File: config.mk
export PLATFORM = sky130hd
export DESIGN_NAME = lkws_front_flat
export DESIGN_NICKNAME = d
export VERILOG_FILES = /design/src/sv/lkws_pkg.sv /design/src/sv/lkws_ifs.sv /design/src/sv/lkws_front.sv /design/src/flat_wrapper.sv
export SDC_FILE = /design/constraint.sdc
export NUM_CORES = 2
export LEC_CHECK = 0
export BUFFER_PORTS_ARGS = -buffer_cell sky130_fd_sc_hd__buf_4
export CORE_ASPECT_RATIO = 1.4
export CORE_MARGIN = 2
export CORE_UTILIZATION = 61
export DETAILED_ROUTE_END_ITERATION = 7
export GPL_TIMING_DRIVEN = 1
export PLACE_DENSITY = 0.78
export SYNTH_ARGS = -nofsm -noshare
export SYNTH_HDL_FRONTEND = slang
export SYNTH_SLANG_ARGS = --single-unit
export TNS_END_PERCENT = 30
File: constraint.sdc
create_clock -name clk -period 18.9 [get_ports clk]
set_input_delay 0.945 -clock clk [delete_from_list [all_inputs] [get_ports clk]]
set_output_delay 0.945 -clock clk [all_outputs]
set_load 0.05 [all_outputs]
File: src/sv/lkws_pkg.sv
// Shared types and constants for the Lucas-Kanade window solver.
// Depends on nothing; the front end, queue, solver and core import it.
package lkws_pkg;

    typedef enum logic [1:0] {
        ST_OK       = 2'd0,
        ST_SINGULAR = 2'd1,
        ST_OUTSIDE  = 2'd2,
        ST_OVERFLOW = 2'd3
    } status_t;

    typedef enum logic {
        REG_FRAME_WIDTH  = 1'b0,
        REG_FRAME_HEIGHT = 1'b1
    } cfg_index_t;

    localparam logic [12:0] FRAME_WIDTH_RESET  = 13'd1920;
    localparam logic [12:0] FRAME_HEIGHT_RESET = 13'd1080;

    typedef struct packed {
        logic        [26:0] xx;
        logic signed [27:0] xy;
        logic        [26:0] yy;
        logic signed [27:0] xt;
        logic signed [27:0] yt;
        logic signed [12:0] pos_x;
        logic signed [12:0] pos_y;
        logic               too_many;
    } window_t;

endpackage

File: src/sv/lkws_ifs.sv
// Request channels of the window solver: gradient samples in, flow results out.
// Depends on nothing.
interface lkws_in_if;
    logic               valid;
    logic               ready;
    logic signed [10:0] grad_x;
    logic signed [10:0] grad_y;
    logic signed [10:0] grad_t;
    logic               last_sample;
    logic signed [12:0] pos_x;
    logic signed [12:0] pos_y;

    modport source (output valid, grad_x, grad_y, grad_t, last_sample, pos_x, pos_y,
                    input ready);
    modport sink   (input valid, grad_x, grad_y, grad_t, last_sample, pos_x, pos_y,
                    output ready);
endinterface


File: src/sv/lkws_front.sv
// Front end: accepts gradient samples and accumulates the window sums.
// Depends on lkws_pkg and lkws_ifs; pushes one window record per last sample.
module lkws_front #(
    parameter int MAX_WINDOW_SAMPLES = 64,
    parameter int GRADIENT_BITS      = 11
) (
    input  logic            clk,
    input  logic            rst_n,
    lkws_in_if.sink         sample,
    output lkws_pkg::window_t win,
    output logic            win_valid,
    input  logic            win_ready
);
    import lkws_pkg::*;

    localparam int CW = $clog2(MAX_WINDOW_SAMPLES + 2);
    localparam int GB = GRADIENT_BITS;

    logic        [26:0] acc_xx_reg, acc_xx_next;
    logic signed [27:0] acc_xy_reg, acc_xy_next;
    logic        [26:0] acc_yy_reg, acc_yy_next;
    logic signed [27:0] acc_xt_reg, acc_xt_next;
    logic signed [27:0] acc_yt_reg, acc_yt_next;
    logic [CW-1:0]      count_reg, count_next;
    logic [15:0]        raw_x, raw_y, raw_t;
    logic signed [16:0] gx, gy, gt;
    logic signed [33:0] pxx, pxy, pyy, pxt, pyt;
    logic               accept, room;

    assign sample.ready = win_ready;
    assign accept = sample.valid && sample.ready;

    assign raw_x = {5'd0, sample.grad_x};
    assign raw_y = {5'd0, sample.grad_y};
    assign raw_t = {5'd0, sample.grad_t};
    assign gx = signed'({{(17 - GB){raw_x[GB-1]}}, raw_x[GB-1:0]});
    assign gy = signed'({{(17 - GB){raw_y[GB-1]}}, raw_y[GB-1:0]});
    assign gt = signed'({{(17 - GB){raw_t[GB-1]}}, raw_t[GB-1:0]});

    assign pxx = gx * gx;
    assign pxy = gx * gy;
    assign pyy = gy * gy;
    assign pxt = gx * gt;
    assign pyt = gy * gt;

    assign room = count_reg < CW'(MAX_WINDOW_SAMPLES);

    always_comb
    begin
        acc_xx_next = acc_xx_reg;
        acc_xy_next = acc_xy_reg;
        acc_yy_next = acc_yy_reg;
        acc_xt_next = acc_xt_reg;
        acc_yt_next = acc_yt_reg;
        count_next  = CW'(MAX_WINDOW_SAMPLES + 1);
        if (room)
        begin
            acc_xx_next = acc_xx_reg + pxx[26:0];
            acc_xy_next = acc_xy_reg + pxy[27:0];
            acc_yy_next = acc_yy_reg + pyy[26:0];
            acc_xt_next = acc_xt_reg + pxt[27:0];
            acc_yt_next = acc_yt_reg + pyt[27:0];
            count_next  = count_reg + 1'b1;
        end
    end

    always_comb
    begin
        win.xx       = acc_xx_next;
        win.xy       = acc_xy_next;
        win.yy       = acc_yy_next;
        win.xt       = acc_xt_next;
        win.yt       = acc_yt_next;
        win.pos_x    = sample.pos_x;
        win.pos_y    = sample.pos_y;
        win.too_many = !room;
    end

    assign win_valid = accept && sample.last_sample;

    always_ff @(posedge clk or negedge rst_n)
    begin
        if (!rst_n)
        begin
            acc_xx_reg <= '0;
            acc_xy_reg <= '0;
            acc_yy_reg <= '0;
            acc_xt_reg <= '0;
            acc_yt_reg <= '0;
            count_reg  <= '0;
        end
        else if (accept)
        begin
            if (sample.last_sample)
            begin
                acc_xx_reg <= '0;
                acc_xy_reg <= '0;
                acc_yy_reg <= '0;
                acc_xt_reg <= '0;
                acc_yt_reg <= '0;
                count_reg  <= '0;
            end
            else
            begin
                acc_xx_reg <= acc_xx_next;
                acc_xy_reg <= acc_xy_next;
                acc_yy_reg <= acc_yy_next;
                acc_xt_reg <= acc_xt_next;
                acc_yt_reg <= acc_yt_next;
                count_reg  <= count_next;
            end
        end
    end

    a_count_bound: assert property (@(posedge clk) disable iff (!rst_n)
        count_reg <= CW'(MAX_WINDOW_SAMPLES + 1))
        else $error("sample count beyond saturation");

endmodule

File: src/flat_wrapper.sv
// flat-port wrapper written by rule: the top's interface ports become plain ports
module lkws_front_flat import lkws_pkg::*;
#(
    parameter int MAX_WINDOW_SAMPLES = 64,
    parameter int GRADIENT_BITS      = 11
)
  (clk, rst_n, win, win_valid, win_ready, sample_valid, sample_grad_x, sample_grad_y, sample_grad_t, sample_last_sample, sample_pos_x, sample_pos_y, sample_ready);
  lkws_in_if sample_i ();
  input  logic clk;
  input  logic rst_n;
  output lkws_pkg::window_t win;
  output logic win_valid;
  input  logic win_ready;
  input wire logic [$bits(sample_i.valid)-1:0] sample_valid;
  input wire logic [$bits(sample_i.grad_x)-1:0] sample_grad_x;
  input wire logic [$bits(sample_i.grad_y)-1:0] sample_grad_y;
  input wire logic [$bits(sample_i.grad_t)-1:0] sample_grad_t;
  input wire logic [$bits(sample_i.last_sample)-1:0] sample_last_sample;
  input wire logic [$bits(sample_i.pos_x)-1:0] sample_pos_x;
  input wire logic [$bits(sample_i.pos_y)-1:0] sample_pos_y;
  output wire logic [$bits(sample_i.ready)-1:0] sample_ready;
  assign sample_i.valid = sample_valid;
  assign sample_i.grad_x = sample_grad_x;
  assign sample_i.grad_y = sample_grad_y;
  assign sample_i.grad_t = sample_grad_t;
  assign sample_i.last_sample = sample_last_sample;
  assign sample_i.pos_x = sample_pos_x;
  assign sample_i.pos_y = sample_pos_y;
  assign sample_ready = sample_i.ready;
  lkws_front #(.MAX_WINDOW_SAMPLES(MAX_WINDOW_SAMPLES), .GRADIENT_BITS(GRADIENT_BITS)) u_core (.clk(clk), .rst_n(rst_n), .sample(sample_i), .win(win), .win_valid(win_valid), .win_ready(win_ready));
endmodule
==> flow_summary.toml <==
[setup_path]
worst_r2r_startpoint = "u_core.acc_xx_reg[0]"
worstSetupStartpointType = "input pin"
critPathLaunch = "sample_grad_x[0]"
critical_path_buf_inv_count = 7
slowest_stage = "sky130_fd_sc_hd__fa_1"
critical_path.most_common_cell = "sky130_fd_sc_hd__a21oi_1"
worst_r2r_path_depth = 12
critical-path-top-delay-family = "compound AO/OA/AOI/OAI gates"
timing.critical_path.to_type = "output pin"
timing.critical_path.required_ns = 17.95
critPathKind = "input pin to output pin"
critical_path_cell_count = 34
crit_path_max_fanout = 26
crit_path_max_incr_delay_ns = 0.53
worst_ep_arrival_time_ns = 8.76

[synthesis]
netlist_area_mm2 = 0.03578
postSynthNetCount = 5131
ffs_latches_synth = 145
synth_async_sr_flop_share = 1.000
synth_enable_flop_cells = 0
synth_compound_gate_area_share = 0.1472
yosys.area_share.adder = 0.4440
synth.avg_cell_area_um2 = 8.660
synth-seq-area-share = 0.1014
synth_xor_xnor_area_share = 0.06166
synthFlopType = "sky130_fd_sc_hd__dfrtp_1"
post_synth_mux_area_share = 0.005246
post_synth_num_cell_types = 92
synth_simple_gate_area_frac = 0.1344
yosys_warnings = 0
synth_cells = 4131
synth_top_family_by_area = "adder cells"

[detailed_routing]
wl_met3_um = 4665
drtAntennaViolNets = 0
pre_antenna_drt_iters = 5
drt_wl_total_um = 92510
detail_route.vias_per_cell = 5.829
initialDrtViolationCount = 1661
via_count = 28640
route.met2.wl_um = 49110
routedWlPerCell_um = 18.83
wl_met1_um = 34880
maxUsedRoutingLayer = "met4"
post-route-drc-count = 0

[run_status]
run_status = "complete, no violations"

[timing]
final_max_slew_viol_count = 0
tns_ns = 0
finalSetupViolations = 0
worst_slew_pin_slew_ns = 1.165
finalWorstPathRequiredPeriod_ns = 9.705
relSlewSlack = 0.2184
max_freq_mhz = 103.0
final_hold_fails = 0
clock-skew-final_ns = 0.009725
layout_worst_path_cycle_share = 0.5135
grt_setup_unrepaired = "no"

[clock_network]
cts.hold.buffers_added = 0
cts_resized = 0
cts_buffers = 17
worst_skew_pair.late_latency_ns = 0.51
cts.clk_slew.worst_paths_ns = 0.07
clock_sink_count = 145
clockRootBuffer = "sky130_fd_sc_hd__clkbuf_16"
clockBufferDepth = 2
tritoncts_clock_tree = "built"
h-tree-depth = 4
post_cts_buffers = 0

[placed_design]
gp_congestion = 0.9271
dp_hpwl_um = 72730
port_buffers = 178

[cells_and_area]
area.growth.synth_to_final_pct = 5.970
nets = 5151
post_route_cells_drive_above_1_share = 0.07133
insertedDiodeCount = 0

[floorplanning]
die_area_mm2 = 0.06063
io-pin-count = 231
fp.coreArea_mm2 = 0.05833
placement_rows = 105
die_height_um = 290.5
die_width_um = 208.7
initial_utilization = 0.6133

[global_routing]
globalRoute.totalOverflow = 0
initial_antenna_violation_count = 0
first_pass_grt_wire_length_um = 151400
vias_in_the_first_global_route = 30010
grtUsageTotal = 0.3151
grt_start_max_net_pins = 93

[job]
max-cap-violations = 0

[hold_path]
min_path_type = "input pin to async pin"
-- final timing paths --
path	endpoint	slack [ns]
min reg2reg	u_core.acc_xx_reg[26]	0.51
max	win[164]	9.19
min	u_core.acc_xx_reg[3]	0.37
max in group asynchronous	u_core.acc_xt_reg[2]	17.28
min in group clk	u_core.acc_xx_reg[26]	0.51
max reg2reg	u_core.acc_xx_reg[26]	15.29
-- per-layer routing --
layer | global-route usage | vias to the layer above
met1 | 0.3679 | 14320
met5 | 0 | -
li1 | - | 13220
met4 | 0.1427 | 0
met3 | 0.04225 | 229
met2 | 0.5739 | 868
-- worst register-to-register path, cell delays in order, from the launching register on --
cell and delay, ns:
sky130_fd_sc_hd__dfrtp_1 0.40, sky130_fd_sc_hd__ha_1 0.25, sky130_fd_sc_hd__ha_1 0.24, sky130_fd_sc_hd__a211oi_1 0.34, sky130_fd_sc_hd__o21ai_1 0.18, sky130_fd_sc_hd__a41oi_2 0.30, sky130_fd_sc_hd__o21ai_2 0.16, sky130_fd_sc_hd__a221oi_1 0.35
sky130_fd_sc_hd__a21oi_1 0.16, sky130_fd_sc_hd__a31o_1 0.25, sky130_fd_sc_hd__xnor2_1 0.47, sky130_fd_sc_hd__nor2_1 0.14, sky130_fd_sc_hd__o311ai_1 0.27
-- kinds of logic after synthesis --
logic type / Yosys count
mux: 17
flops: 145
simple gates: 1028
fa+ha+maj: 936
compound gates: 784
buf+inv: 970
xor+xnor: 251
-- placed cells by master, fill, tap and decap left out, drive strengths merged, types with 14 or more instances in the layout --
cell	count
a211oi	18
a21o	99
a21oi	156
a22o	96
a31o	14
a31oi	19
and2	177
and3	17
buf	192
clkbuf	19
dfrtp	145
fa	556
ha	380
inv	779
mux2	14
nand2	485
nand2b	21
nand3	33
nand4	20
nor2	163
nor2b	21
nor3	39
o211ai	18
o21a	20
o21ai	225
o21bai	38
o31ai	18
xnor2	173
xor2	78
-- stage by stage --
stage               setup slack (ns)  cell area (um2)  cells    util  hold WS, ns
global route                   8.665            37910   4913  0.6499       0.4053
CTS                            9.248            37910   4913  0.6499       0.3534
global placement               9.432            37310   4881  0.6396       0.4936
floorplan                      9.588            35780   4131       -       0.4677
detailed placement             9.280            37310   4881  0.6396       0.4975
finish                         9.195            37910   4913  0.6499       0.3742
-- final cells by class --
cell class | count | area [um2]
Clock buffer | 19 | 452.9
Clock inverter | 13 | 147.6
Fill cell | 4965 | 20420
Inverter | 779 | 2924
Multi-Input combinational cell | 3016 | 28370
Sequential cell | 145 | 3632
Tap cell | 749 | 937.1
Timing Repair Buffer | 192 | 1445
-- cell usage after synthesis (9+ instances only) --
library cell	count	area [um2]
sky130_fd_sc_hd__a211oi_1	14	105.1
sky130_fd_sc_hd__a21o_1	97	728.2
sky130_fd_sc_hd__a21oi_1	155	775.7
sky130_fd_sc_hd__a22o_1	96	840.8
sky130_fd_sc_hd__a31o_2	10	87.58
sky130_fd_sc_hd__a31oi_1	18	112.6
sky130_fd_sc_hd__and2_1	177	1107
sky130_fd_sc_hd__and3_1	16	100.1
sky130_fd_sc_hd__buf_4	28	210.2
sky130_fd_sc_hd__clkbuf_1	151	566.8
sky130_fd_sc_hd__dfrtp_1	145	3628
sky130_fd_sc_hd__fa_1	556	11130
sky130_fd_sc_hd__ha_1	380	4755
sky130_fd_sc_hd__inv_1	772	2898
sky130_fd_sc_hd__mux2_2	14	157.7
sky130_fd_sc_hd__nand2_1	485	1821
sky130_fd_sc_hd__nand2b_1	21	131.4
sky130_fd_sc_hd__nand3_1	32	160.2
sky130_fd_sc_hd__nand4_1	20	125.1
sky130_fd_sc_hd__nor2_1	163	611.8
sky130_fd_sc_hd__nor2b_1	21	131.4
sky130_fd_sc_hd__nor3_1	39	195.2
sky130_fd_sc_hd__nor3b_1	9	67.56
sky130_fd_sc_hd__o2111ai_1	9	78.83
sky130_fd_sc_hd__o211ai_1	17	127.6
sky130_fd_sc_hd__o21a_1	20	150.1
sky130_fd_sc_hd__o21ai_0	192	960.9
sky130_fd_sc_hd__o21ai_1	29	145.1
sky130_fd_sc_hd__o21bai_1	38	285.3
sky130_fd_sc_hd__o221ai_1	10	87.58
sky130_fd_sc_hd__o31ai_1	16	120.1
sky130_fd_sc_hd__or2_2	9	56.30
sky130_fd_sc_hd__or3_1	11	68.82
sky130_fd_sc_hd__xnor2_1	172	1506
sky130_fd_sc_hd__xor2_1	78	683.2
Power is left out: the tool's default activity adds up to more than one toggle a clock period on the data nets, which glitch-free logic cannot reach.
