==> src/sv/lkws_pkg.sv <==
// Shared types and constants for the Lucas-Kanade window solver.
// Depends on nothing; the front end, queue, solver and core import it.
package lkws_pkg;

    typedef enum logic [1:0] {
        ST_OK       = 2'd0,
        ST_SINGULAR = 2'd1,
        ST_OUTSIDE  = 2'd2,
        ST_OVERFLOW = 2'd3
    } status_t;

    typedef enum logic {
        REG_FRAME_WIDTH  = 1'b0,
        REG_FRAME_HEIGHT = 1'b1
    } cfg_index_t;

    localparam logic [12:0] FRAME_WIDTH_RESET  = 13'd1920;
    localparam logic [12:0] FRAME_HEIGHT_RESET = 13'd1080;

    typedef struct packed {
        logic        [26:0] xx;
        logic signed [27:0] xy;
        logic        [26:0] yy;
        logic signed [27:0] xt;
        logic signed [27:0] yt;
        logic signed [12:0] pos_x;
        logic signed [12:0] pos_y;
        logic               too_many;
    } window_t;

endpackage

==> src/sv/lkws_queue.sv <==
// Two-entry queue of finished window records between front end and solver.
// Depends on lkws_pkg.
module lkws_queue (
    input  logic              clk,
    input  logic              rst_n,
    input  lkws_pkg::window_t push_data,
    input  logic              push_valid,
    output logic              push_ready,
    output lkws_pkg::window_t pop_data,
    output logic              pop_valid,
    input  logic              pop_ready
);
    import lkws_pkg::*;

    window_t     mem [2];
    logic        wr_ptr_reg;
    logic        rd_ptr_reg;
    logic [1:0]  cnt_reg;
    logic        push, pop;

    assign push_ready = cnt_reg != 2'd2;
    assign pop_valid  = cnt_reg != 2'd0;
    assign pop_data   = mem[rd_ptr_reg];
    assign push = push_valid && push_ready;
    assign pop  = pop_valid && pop_ready;

    always_ff @(posedge clk)
    begin
        if (push)
        begin
            mem[wr_ptr_reg] <= push_data;
        end
    end

    always_ff @(posedge clk or negedge rst_n)
    begin
        if (!rst_n)
        begin
            wr_ptr_reg <= 1'b0;
            rd_ptr_reg <= 1'b0;
            cnt_reg    <= 2'd0;
        end
        else
        begin
            if (push)
            begin
                wr_ptr_reg <= !wr_ptr_reg;
            end
            if (pop)
            begin
                rd_ptr_reg <= !rd_ptr_reg;
            end
            if (push && !pop)
            begin
                cnt_reg <= cnt_reg + 2'd1;
            end
            else if (pop && !push)
            begin
                cnt_reg <= cnt_reg - 2'd1;
            end
        end
    end

    a_fill_bound: assert property (@(posedge clk) disable iff (!rst_n)
        cnt_reg != 2'd3)
        else $error("queue fill count corrupt");

endmodule

==> config.mk <==
export PLATFORM = sky130hd
export DESIGN_NAME = lkws_queue
export DESIGN_NICKNAME = d
export VERILOG_FILES = /design/src/sv/lkws_pkg.sv /design/src/sv/lkws_queue.sv
export SDC_FILE = /design/constraint.sdc
export NUM_CORES = 1
export LEC_CHECK = 0
export BUFFER_PORTS_ARGS = -buffer_cell sky130_fd_sc_hd__buf_4
export CORE_MARGIN = 5
export CORE_UTILIZATION = 56
export DETAILED_ROUTE_END_ITERATION = 8
export PLACE_DENSITY = 0.87
export SYNTH_ARGS = -nofsm -noshare
export SYNTH_HDL_FRONTEND = slang
export SYNTH_SLANG_ARGS = --single-unit
==> constraint.sdc <==
create_clock -name clk -period 19.1 [get_ports clk]
set_input_delay 1.91 -clock clk [delete_from_list [all_inputs] [get_ports clk]]
set_output_delay 1.91 -clock clk [all_outputs]
set_load 0.02 [all_outputs]
==> results of run 1 <==
==> power breakdown <==
group          leakage (nW)  switching [W]  total (W)  internal, W
logic                  2.34       0.000515   0.000908     0.000393
registers              3.11      0.0000408    0.00105      0.00100
clock network         0.463       0.000249   0.000585     0.000336
==> layout by cell type (no fill, tap or decap) <==
| master | instances |
|---|---|
| and3_4 | 1 |
| buf_4 | 341 |
| bufinv_16 | 3 |
| clkbuf_1 | 3 |
| clkbuf_16 | 31 |
| clkinv_1 | 7 |
| clkinv_2 | 6 |
| clkinvlp_4 | 5 |
| dfrtp_1 | 3 |
| dfrtp_4 | 1 |
| diode_2 | 1 |
| edfxtp_1 | 330 |
| ha_1 | 1 |
| inv_1 | 1 |
| mux2_2 | 165 |
| nand2_1 | 2 |
| nand2b_1 | 1 |
| nor2_1 | 1 |
| nor2_4 | 1 |
| or2_2 | 1 |
| xnor2_1 | 3 |
| xor2_1 | 2 |
==> critical path, cell delays in order, from the launching register on <==
cell and delay, ns:
dfrtp_4 0.52, buf_4 0.81, mux2_2 0.44, buf_4 0.16
==> logic make-up (layout without fill, tap and decap cells) <==
family | after synthesis | count (layout)
and+or+nand+nor | 7 | 7
xor gates and xnor gates | 5 | 5
buffers and inverters | 19 | 397
other | 0 | 1
adders and majority gates | 1 | 1
muxes | 165 | 165
DFF | 334 | 334
==> through the flow <==
| stage | instances | util |
|---|---|---|
| final | 1185 | 0.747 |
| after global placement | 1129 | 0.701 |
| after CTS | 1184 | 0.747 |
| after global routing | 1184 | 0.747 |
| after floorplan | 531 | - |
| after detailed placement | 1129 | 0.701 |
==> area by class of cell <==
| class | instances | area (sq um) |
|---|---|---|
| tap | 275 | 344 |
| antenna | 1 | 2.50 |
| clock inverter | 21 | 184 |
| fill | 1170 | 5370 |
| inverter | 1 | 3.75 |
| clock buffer | 34 | 787 |
| multi-input combinational | 178 | 1960 |
| sequential | 334 | 10000 |
| timing repair buffer | 341 | 2560 |
==> worst max-delay path by stage <==
stage / to / slack [ns] / depth (start not counted)
6_report: pop_data[44] / 14.64 / 3
5_1_grt: pop_data[44] / 14.54 / 3
4_1_cts: pop_data[44] / 14.61 / 3
3_5_place_dp: mem[0][137] / 14.84 / 4
3_3_place_gp: mem[0][136] / 14.86 / 4
2_1_floorplan: mem[0][0] / 9.56 / 2
==> metal layers <==
layer  part of all wire  vias up  GRT usage  routed length (um)
li1                   -     2826          -                   -
met1               0.36     3125      0.235                9380
met2               0.51      283      0.355               13400
met3              0.097       51     0.0591                2530
met4              0.028        0     0.0623                 740
met5                  0        -          0                   0
==> flow_metrics.tcl, run 1 <==
set metrics [dict create \
    rsz0062_at_grt "no" \
    fin_crit_sh 0.233 \
    power_w 0.00254 \
    die_x_um 157 \
    synthesis.area_sq_mm 0.0121 \
    clock_latency_ns 0.54 \
    core_sq_mm 0.0212 \
    synth_top_family_by_area "multiplexers" \
    grt_pass1_vias 6761 \
    grt_usage 0.200 \
    synthMuxAreaShare 0.153 \
    routabilityCongestion 0.761 \
    synth_area_per_cell_sq_um 22.9 \
    cts_root_buf "clkbuf_16" \
    dieArea_sq_mm 0.0247 \
    tightestPinTransition_ns 1.04 \
    wirelength_um 26100 \
    synth_area_leader_cell "edfxtp_1" \
    synthTopCellsByCount "edfxtp_1, mux2_2, buf_6" \
    htreeDepth 1 \
    synthFlopType "edfxtp_1" \
    pin_count 336 \
    worstPathMaxFanout 80 \
    syn_nets 701 \
    reg2regPathDepth 4 \
    drc 0 \
    holdBufCountCts 0 \
    nets 1057 \
    synth-compound-area-share 0 \
    ys_types 15 \
    finalMaxSlewViolations 0 \
    drt_iter0_markers 335 \
    cts.path.max_buffers 3 \
    grt_max_degree 81 \
    hold_path_class "reg2reg" \
    grt_pass1_wl_um 37700 \
    place_area_sq_mm 0.0149 \
    powerDensity_mw_per_mm2 160 \
    hold_depth 1 \
    start_util 0.572 \
    stdcell_area_sq_mm 0.0159 \
    ys_ff_latch 334 \
    post_drt_wl_per_cell_um 22.0 \
    cts_tree "built" \
    area_growth_pct 30.6 \
    async_flop_share 0.0120 \
    cts_made_buffers 31 \
    synth-adder-area-share 0.00103 \
    hold_path_end "cnt_reg[1]" \
    cts.sinks 334 \
    post_cts_resized 0 \
    post-route-min-period_ns 4.46 \
    worstSetupStartpoint "rd_ptr_reg" \
    ant_nets 0 \
    synthSimpleGateAreaFrac 0.00278 \
    clk_pin_slew_worst_paths_ns 0.06 \
    post-dp-hpwl_um 17800 \
    vias_per_cell 5.30 \
    setup_violations 0 \
    outcome "finished clean" \
    post_cts_buffers 0 \
    cap_violations 0 \
    slew-limit-headroom 0.306 \
    dp_worst_setup_slack_ns 14.84 \
    drive_above_1_share 0.611 \
    rows 53 \
    endpoint_kind "primary output" \
    synth-edff-count 330 \
    antenna_found_initial 0 \
    hold-worst-slack_ns 0.502 \
    critPathKind "reg2out" \
    grt_overflow_total 0 \
    vdd_drop_max_mv 0.128 \
    r2r_end "mem[0][117]" \
    seq_area_frac_synth 0.824 \
    yosysTopAreaCellShare 0.816 \
    largest_reg_flops 330 \
    final_hold_viol_count 0 \
    tns_ns 0 \
    p_leak_nw 5.91 \
    clock_skew_ns 0.0105 \
    dr.pass1.iters 4 \
    fmax_mhz 224 \
    hp-start "cnt_reg[1]" \
    die_h_um 157 \
    port_buffers 335 \
    fin_ws_ns 14.64 \
    reg2reg_slack_ns 16.24 \
    synthCells 531 \
    dr_total_vias 6285 \
    synth_xor_area_frac 0.00361 \
    yosysMostFrequentCell "edfxtp_1" \
    required_ns 17.19 \
    critPathArrivalTime_ns 2.55 \
    startpoint_type "register" \
    r2r_start "cnt_reg[0]" \
    yosysWarningCount 0 \
    synthTopCellsByArea "edfxtp_1, mux2_2, buf_6" \
]
(Power assumes the default switching activity.)
==> run 2, diff against run 1 <==
--- a/config.mk
+++ b/config.mk
@@ -7,9 +7,9 @@
 export LEC_CHECK = 0
 export BUFFER_PORTS_ARGS = -buffer_cell sky130_fd_sc_hd__buf_4
 export CORE_MARGIN = 5
-export CORE_UTILIZATION = 56
+export CORE_UTILIZATION = 52
 export DETAILED_ROUTE_END_ITERATION = 8
-export PLACE_DENSITY = 0.87
+export PLACE_DENSITY = 0.81
 export SYNTH_ARGS = -nofsm -noshare
 export SYNTH_HDL_FRONTEND = slang
 export SYNTH_SLANG_ARGS = --single-unit
==> constraint.sdc (replaced) <==
create_clock -name clk -period 4.2 [get_ports clk]
set_input_delay 0.42 -clock clk [delete_from_list [all_inputs] [get_ports clk]]
set_output_delay 0.42 -clock clk [all_outputs]
set_load 0.02 [all_outputs]
==> run 2 against run 1 <==
Final area increased by 1.3%; critical path depth unchanged; count of clock-buffer cells in the layout is 7 higher; core utilization down 5.7 points; hold slack got worse by 0.40 ns; non-clock buffer count up 3; global-route usage decreased by 2.0 points; sequential cell count did not move; clock skew rose by 0.011 ns; via count down 1.3%; register-to-register slack worse by 14 ns; routed wire length down 5.8%.
==> flow_metrics.tcl, run 2 (synthesis gave the netlist of run 1 again) <==
set metrics [dict create \
    nets 1063 \
    critPathKind "reg2out" \
    powerDensity_mw_per_mm2 728 \
    largest_reg_flops 330 \
    dr_total_vias 6204 \
    fin_crit_sh 0.716 \
    die_h_um 163 \
    hold_path_class "in2reg" \
    path_cells "buf_4 > mux2_2 > buf_4" \
    slew-limit-headroom 0.331 \
    ant_nets 0 \
    port_buffers 335 \
    drc 0 \
    p_int_w 0.00804 \
    dieArea_sq_mm 0.0265 \
    power_frac_comb 0.345 \
    tightestPinTransition_ns 1.00 \
    seqPwrFrac 0.415 \
    area_growth_pct 32.3 \
    critPathArrivalTime_ns 2.59 \
    cts.path.max_buffers 3 \
    antenna_found_initial 0 \
    grt_pass1_vias 6761 \
    cp_slowest_stage_delay_ns 1.03 \
    layout_commonest_cell "buf_4" \
    vdd_drop_max_mv 0.612 \
    outcome "finished clean" \
    tns_ns 0 \
    place_inst 1175 \
    dr.pass1.iters 4 \
    cts.sinks 334 \
    rsz0062_at_grt "no" \
    clock_latency_ns 0.50 \
    core_sq_mm 0.0233 \
    grt_pass1_wl_um 36500 \
    worst-path-buf-inv 2 \
    startpoint_type "register" \
    setup_violations 0 \
    die_x_um 163 \
    finalMaxSlewViolations 0 \
    rows 56 \
    final_cell_count_no_fill 1237 \
    switchingPower_w 0.00365 \
    pin_count 336 \
    post-route-min-period_ns 3.01 \
    post-dp-hpwl_um 16600 \
    cts_tree "built" \
    grt_overflow_total 0 \
    p_leak_nw 6.00 \
    start_util 0.522 \
    crit_path_top_delay_cell "dfrtp_4" \
    vias_per_cell 5.02 \
    clk_pin_slew_worst_paths_ns 0.06 \
    wirelength_um 24600 \
    grt_max_degree 103 \
    cts_made_buffers 34 \
    htreeDepth 2 \
    cp_top_family "flip-flops" \
    cap_violations 0 \
    diodes 0 \
    crit_top_cell "buf_4" \
    routabilityCongestion 0.748 \
    cts_root_buf "clkbuf_16" \
    required_ns 3.78 \
    clkPwrFrac 0.240 \
    mostFrequentLayoutCells "buf_4, edfxtp_1, mux2_2" \
    hp-start "push_data[67]" \
    post_drt_wl_per_cell_um 19.9 \
    endpoint_kind "primary output" \
    final_hold_viol_count 0 \
    worstSetupStartpoint "rd_ptr_reg" \
    fmax_mhz 333 \
    grt_usage 0.180 \
    worstPathMaxFanout 68 \
    drt_iter0_markers 325 \
    power_w 0.0117 \
    p_sw_frac 0.312 \
    n_fill_cell 1532 \
    drive_above_1_share 0.610 \
    r2r_start "cnt_reg[0]" \
    clock_skew_ns 0.0217 \
]
## run 2: cell count changes in the layout (fill, tap and decap cells not counted), sizes merged
cell         before  now
clkinvlp          5    1
buf             341  343
bufinv            3    1
diode             1    0
inv               1    2
clkbuf           34   41
dlygate4sd3       0    1
clkinv           13   17
## run 2: routing by layer
| metal | global-route usage | routed length [um] |
|---|---|---|
| met1 | 0.202 | 8650 |
| met2 | 0.315 | 12900 |
| met3 | 0.0577 | 2180 |
| met4 | 0.0770 | 874 |
| met5 | 0 | 0 |
## run 2: final timing paths
| kind | end | slack [ns] | depth (start not counted) |
|---|---|---|---|
| max | pop_data[95] | 1.19 | 3 |
| min reg2reg | cnt_reg[1] | 0.49 | 1 |
| max reg2reg | mem[1][47] | 2.04 | 3 |
| min in group asynchronous | rd_ptr_reg | 0.27 | 2 |
| max in group asynchronous | rd_ptr_reg | 3.82 | 2 |
| min | mem[0][67] | 0.10 | 1 |
## run 2: repair_timing
action / 4_1_cts / 5_1_grt
hold endpoints to repair: 4 / 0
hold buffers: 1 / 0
buffers inserted: 0 / 0
endpoints found under the setup margin: 0 / 0
gates resized for setup: 0 / 0
## run 2: worst register-to-register path, cell delays in order, from the launching register on
cell	delay [ns]
dfrtp_1	0.40
nand2b_1	0.17
and3_4	0.56
buf_4	0.62
## run 2: area by class of cell
cell class	instances	area, sq um	share of cell area
flip-flops and latches	334	10000	0.623
multi-input cells	178	1960	0.122
well taps	319	399	0.0248
inverters	1	3.75	0.000234
clock buffers	41	941	0.0586
repair buffers	344	2620	0.163
clock inverters	20	124	0.00771
## run 2: power groups by stage
stage | sequential (W) | combinational [W] | clock, W
floorplan | 0.00479 | 0.00262 | 0
global placement | 0.00488 | 0.00405 | 0
detailed placement | 0.00493 | 0.00407 | 0
CTS | 0.00486 | 0.00410 | 0.00289
global route | 0.00492 | 0.00426 | 0.00303
finish | 0.00485 | 0.00403 | 0.00281
## run 2: stage by stage
stage          instance area, sq um   util  hold slack [ns]  worst slack [ns]
6_report                      16100  0.691            0.102              1.19
5_1_grt                       16100  0.691           0.0791              1.09
4_1_cts                       16100  0.691           0.0788              1.17
3_5_place_dp                  15000  0.644            0.219              1.72
3_3_place_gp                  15000  0.644            0.218              1.71
2_1_floorplan                 12200      -            0.124             0.496
==> run 3, diff against run 2 <==
--- a/config.mk
+++ b/config.mk
@@ -7,9 +7,9 @@
 export LEC_CHECK = 0
 export BUFFER_PORTS_ARGS = -buffer_cell sky130_fd_sc_hd__buf_4
 export CORE_MARGIN = 5
-export CORE_UTILIZATION = 52
+export CORE_UTILIZATION = 47
 export DETAILED_ROUTE_END_ITERATION = 8
-export PLACE_DENSITY = 0.81
+export PLACE_DENSITY = 0.78
 export SYNTH_ARGS = -nofsm -noshare
 export SYNTH_HDL_FRONTEND = slang
 export SYNTH_SLANG_ARGS = --single-unit
==> constraint.sdc (replaced) <==
create_clock -name clk -period 2.55 [get_ports clk]
set_input_delay 0.255 -clock clk [delete_from_list [all_inputs] [get_ports clk]]
set_output_delay 0.255 -clock clk [all_outputs]
set_load 0.02 [all_outputs]
==> run 3 against run 2 <==
Via count grew 13%; core utilization grew 1.8 points; clock skew down 0.012 ns.
==> flow_metrics.tcl, run 3 (synthesis gave the netlist of run 1 again) <==
set metrics [dict create \
    pin_count 336 \
    clk_pin_slew_worst_paths_ns 0.06 \
    grt_pass1_wl_um 43100 \
    clock_latency_ns 0.50 \
    grt_max_degree 70 \
    place_area_sq_mm 0.0151 \
    cp_slowest_stage_delay_ns 0.45 \
    post_cts_buffers 0 \
    final_hold_viol_count 0 \
    cts_tree "built" \
    layout_commonest_cell "buf_4" \
    met2_usage 0.362 \
    drive_above_1_share 0.518 \
    fin_crit_sh 0.876 \
    grt_pass1_vias 7697 \
    finalMaxSlewViolations 0 \
    start_util 0.479 \
    rsz0062_at_grt "no" \
    mostFrequentLayoutCells "buf_4, edfxtp_1, dlygate4sd3_1" \
    cts_root_buf "clkbuf_16" \
    critPathKind "reg2out" \
    outcome "finished clean" \
    critPathArrivalTime_ns 1.98 \
    dr_total_vias 7008 \
    post-dp-hpwl_um 17700 \
    vias_per_cell 4.93 \
    path_cells "buf_4 > mux2_2 > buf_4" \
    cts.path.max_buffers 3 \
    routabilityCongestion 0.796 \
    cts_made_buffers 35 \
    hold_path_class "in2reg" \
    core_sq_mm 0.0253 \
    htreeDepth 2 \
    crit_top_cell "buf_4" \
    met3_usage 0.0571 \
    post-route-min-period_ns 2.23 \
    dieArea_sq_mm 0.0292 \
    fmax_mhz 448 \
    dr.pass1.iters 4 \
    p_leak_nw 6.77 \
    worstSetupStartpoint "rd_ptr_reg" \
    worst-path-buf-inv 2 \
    cts.sinks 334 \
    area_growth_pct 47.7 \
    grt_usage 0.193 \
    tightestPinTransition_ns 0.528 \
    vdd_drop_max_mv 0.739 \
    cp_top_family "buffers and inverters" \
    powerDensity_mw_per_mm2 1120 \
    setup_violations 0 \
    largest_reg_flops 330 \
    required_ns 2.30 \
    drc 0 \
    clock_skew_ns 0.00927 \
    post_drt_wl_per_cell_um 20.5 \
    hp-start "pop_ready" \
    crit_path_top_delay_cell "dfrtp_4" \
    r2r_start "cnt_reg[0]" \
    port_buffers 335 \
    die_x_um 171 \
    stdcell_area_sq_mm 0.0179 \
    met1_usage 0.207 \
    cap_violations 0 \
    nets 1232 \
    slew-limit-headroom 0.647 \
    endpoint_kind "primary output" \
    grt_overflow_total 0 \
    power_w 0.0201 \
    busiest_layer "met2" \
    ant_nets 0 \
    die_h_um 171 \
    hold-worst-slack_ns 0.0674 \
    wirelength_um 29100 \
    worstPathMaxFanout 38 \
    rows 58 \
    antenna_found_initial 4 \
    startpoint_type "register" \
    drt_iter0_markers 469 \
]
run 3: report_power, final:
part	internal (W)	switching, W	total, W
clock network	0.00306	0.00196	0.00502
logic	0.00330	0.00399	0.00729
registers	0.00750	0.000327	0.00783
total	0.0139	0.00627	0.0201
run 3: area by class of cell:
type | count | area (sq um)
Antenna cell | 4 | 10.0
Clock buffer | 46 | 960
Clock inverter | 17 | 183
Fill cell | 1509 | 7380
Inverter | 1 | 3.75
Multi-Input combinational cell | 178 | 1980
Sequential cell | 334 | 10000
Tap cell | 330 | 413
Timing Repair Buffer | 512 | 4380
run 3: timing repair:
action	in CTS	in global routing
hold endpoints to repair	334	0
gates resized for setup	0	0
hold buffers	166	0
run 3: stage by stage:
stage,cells,setup TNS (ns),setup WS [ns],util
final,1422,0,0.317,0.708
after global routing,1422,0,0.247,0.708
after CTS,1418,0,0.303,0.708
after detailed placement,1189,0,0.790,0.597
after global placement,1189,0,0.843,0.597
after floorplan,531,-246.38,-0.960,-
run 3: final timing paths:
| path | slack, ns | depth (start not counted) | to |
|---|---|---|---|
| worst max-delay path | 0.32 | 3 | pop_data[23] |
| worst min-delay path | 0.07 | 3 | rd_ptr_reg |
| worst max register to register | 0.81 | 4 | mem[0][92] |
| worst min register to register | 0.54 | 1 | cnt_reg[0] |
| max in group asynchronous | 2.34 | 2 | rd_ptr_reg |
| min in group asynchronous | 0.10 | 2 | cnt_reg[1] |
run 3: per-layer routing:
layer  up-vias  part of all wire
met5         -                 0
met4         0             0.032
met3        63             0.078
met2       296              0.55
met1      3462              0.34
li1       3187                 -
run 3: tightest hold or removal path: cells and delay by family:
family                    cells  cell delay, ns
xor gates and xnor gates      1            0.07
and+or+nand+nor               1            0.09
buffers and inverters         1            0.11
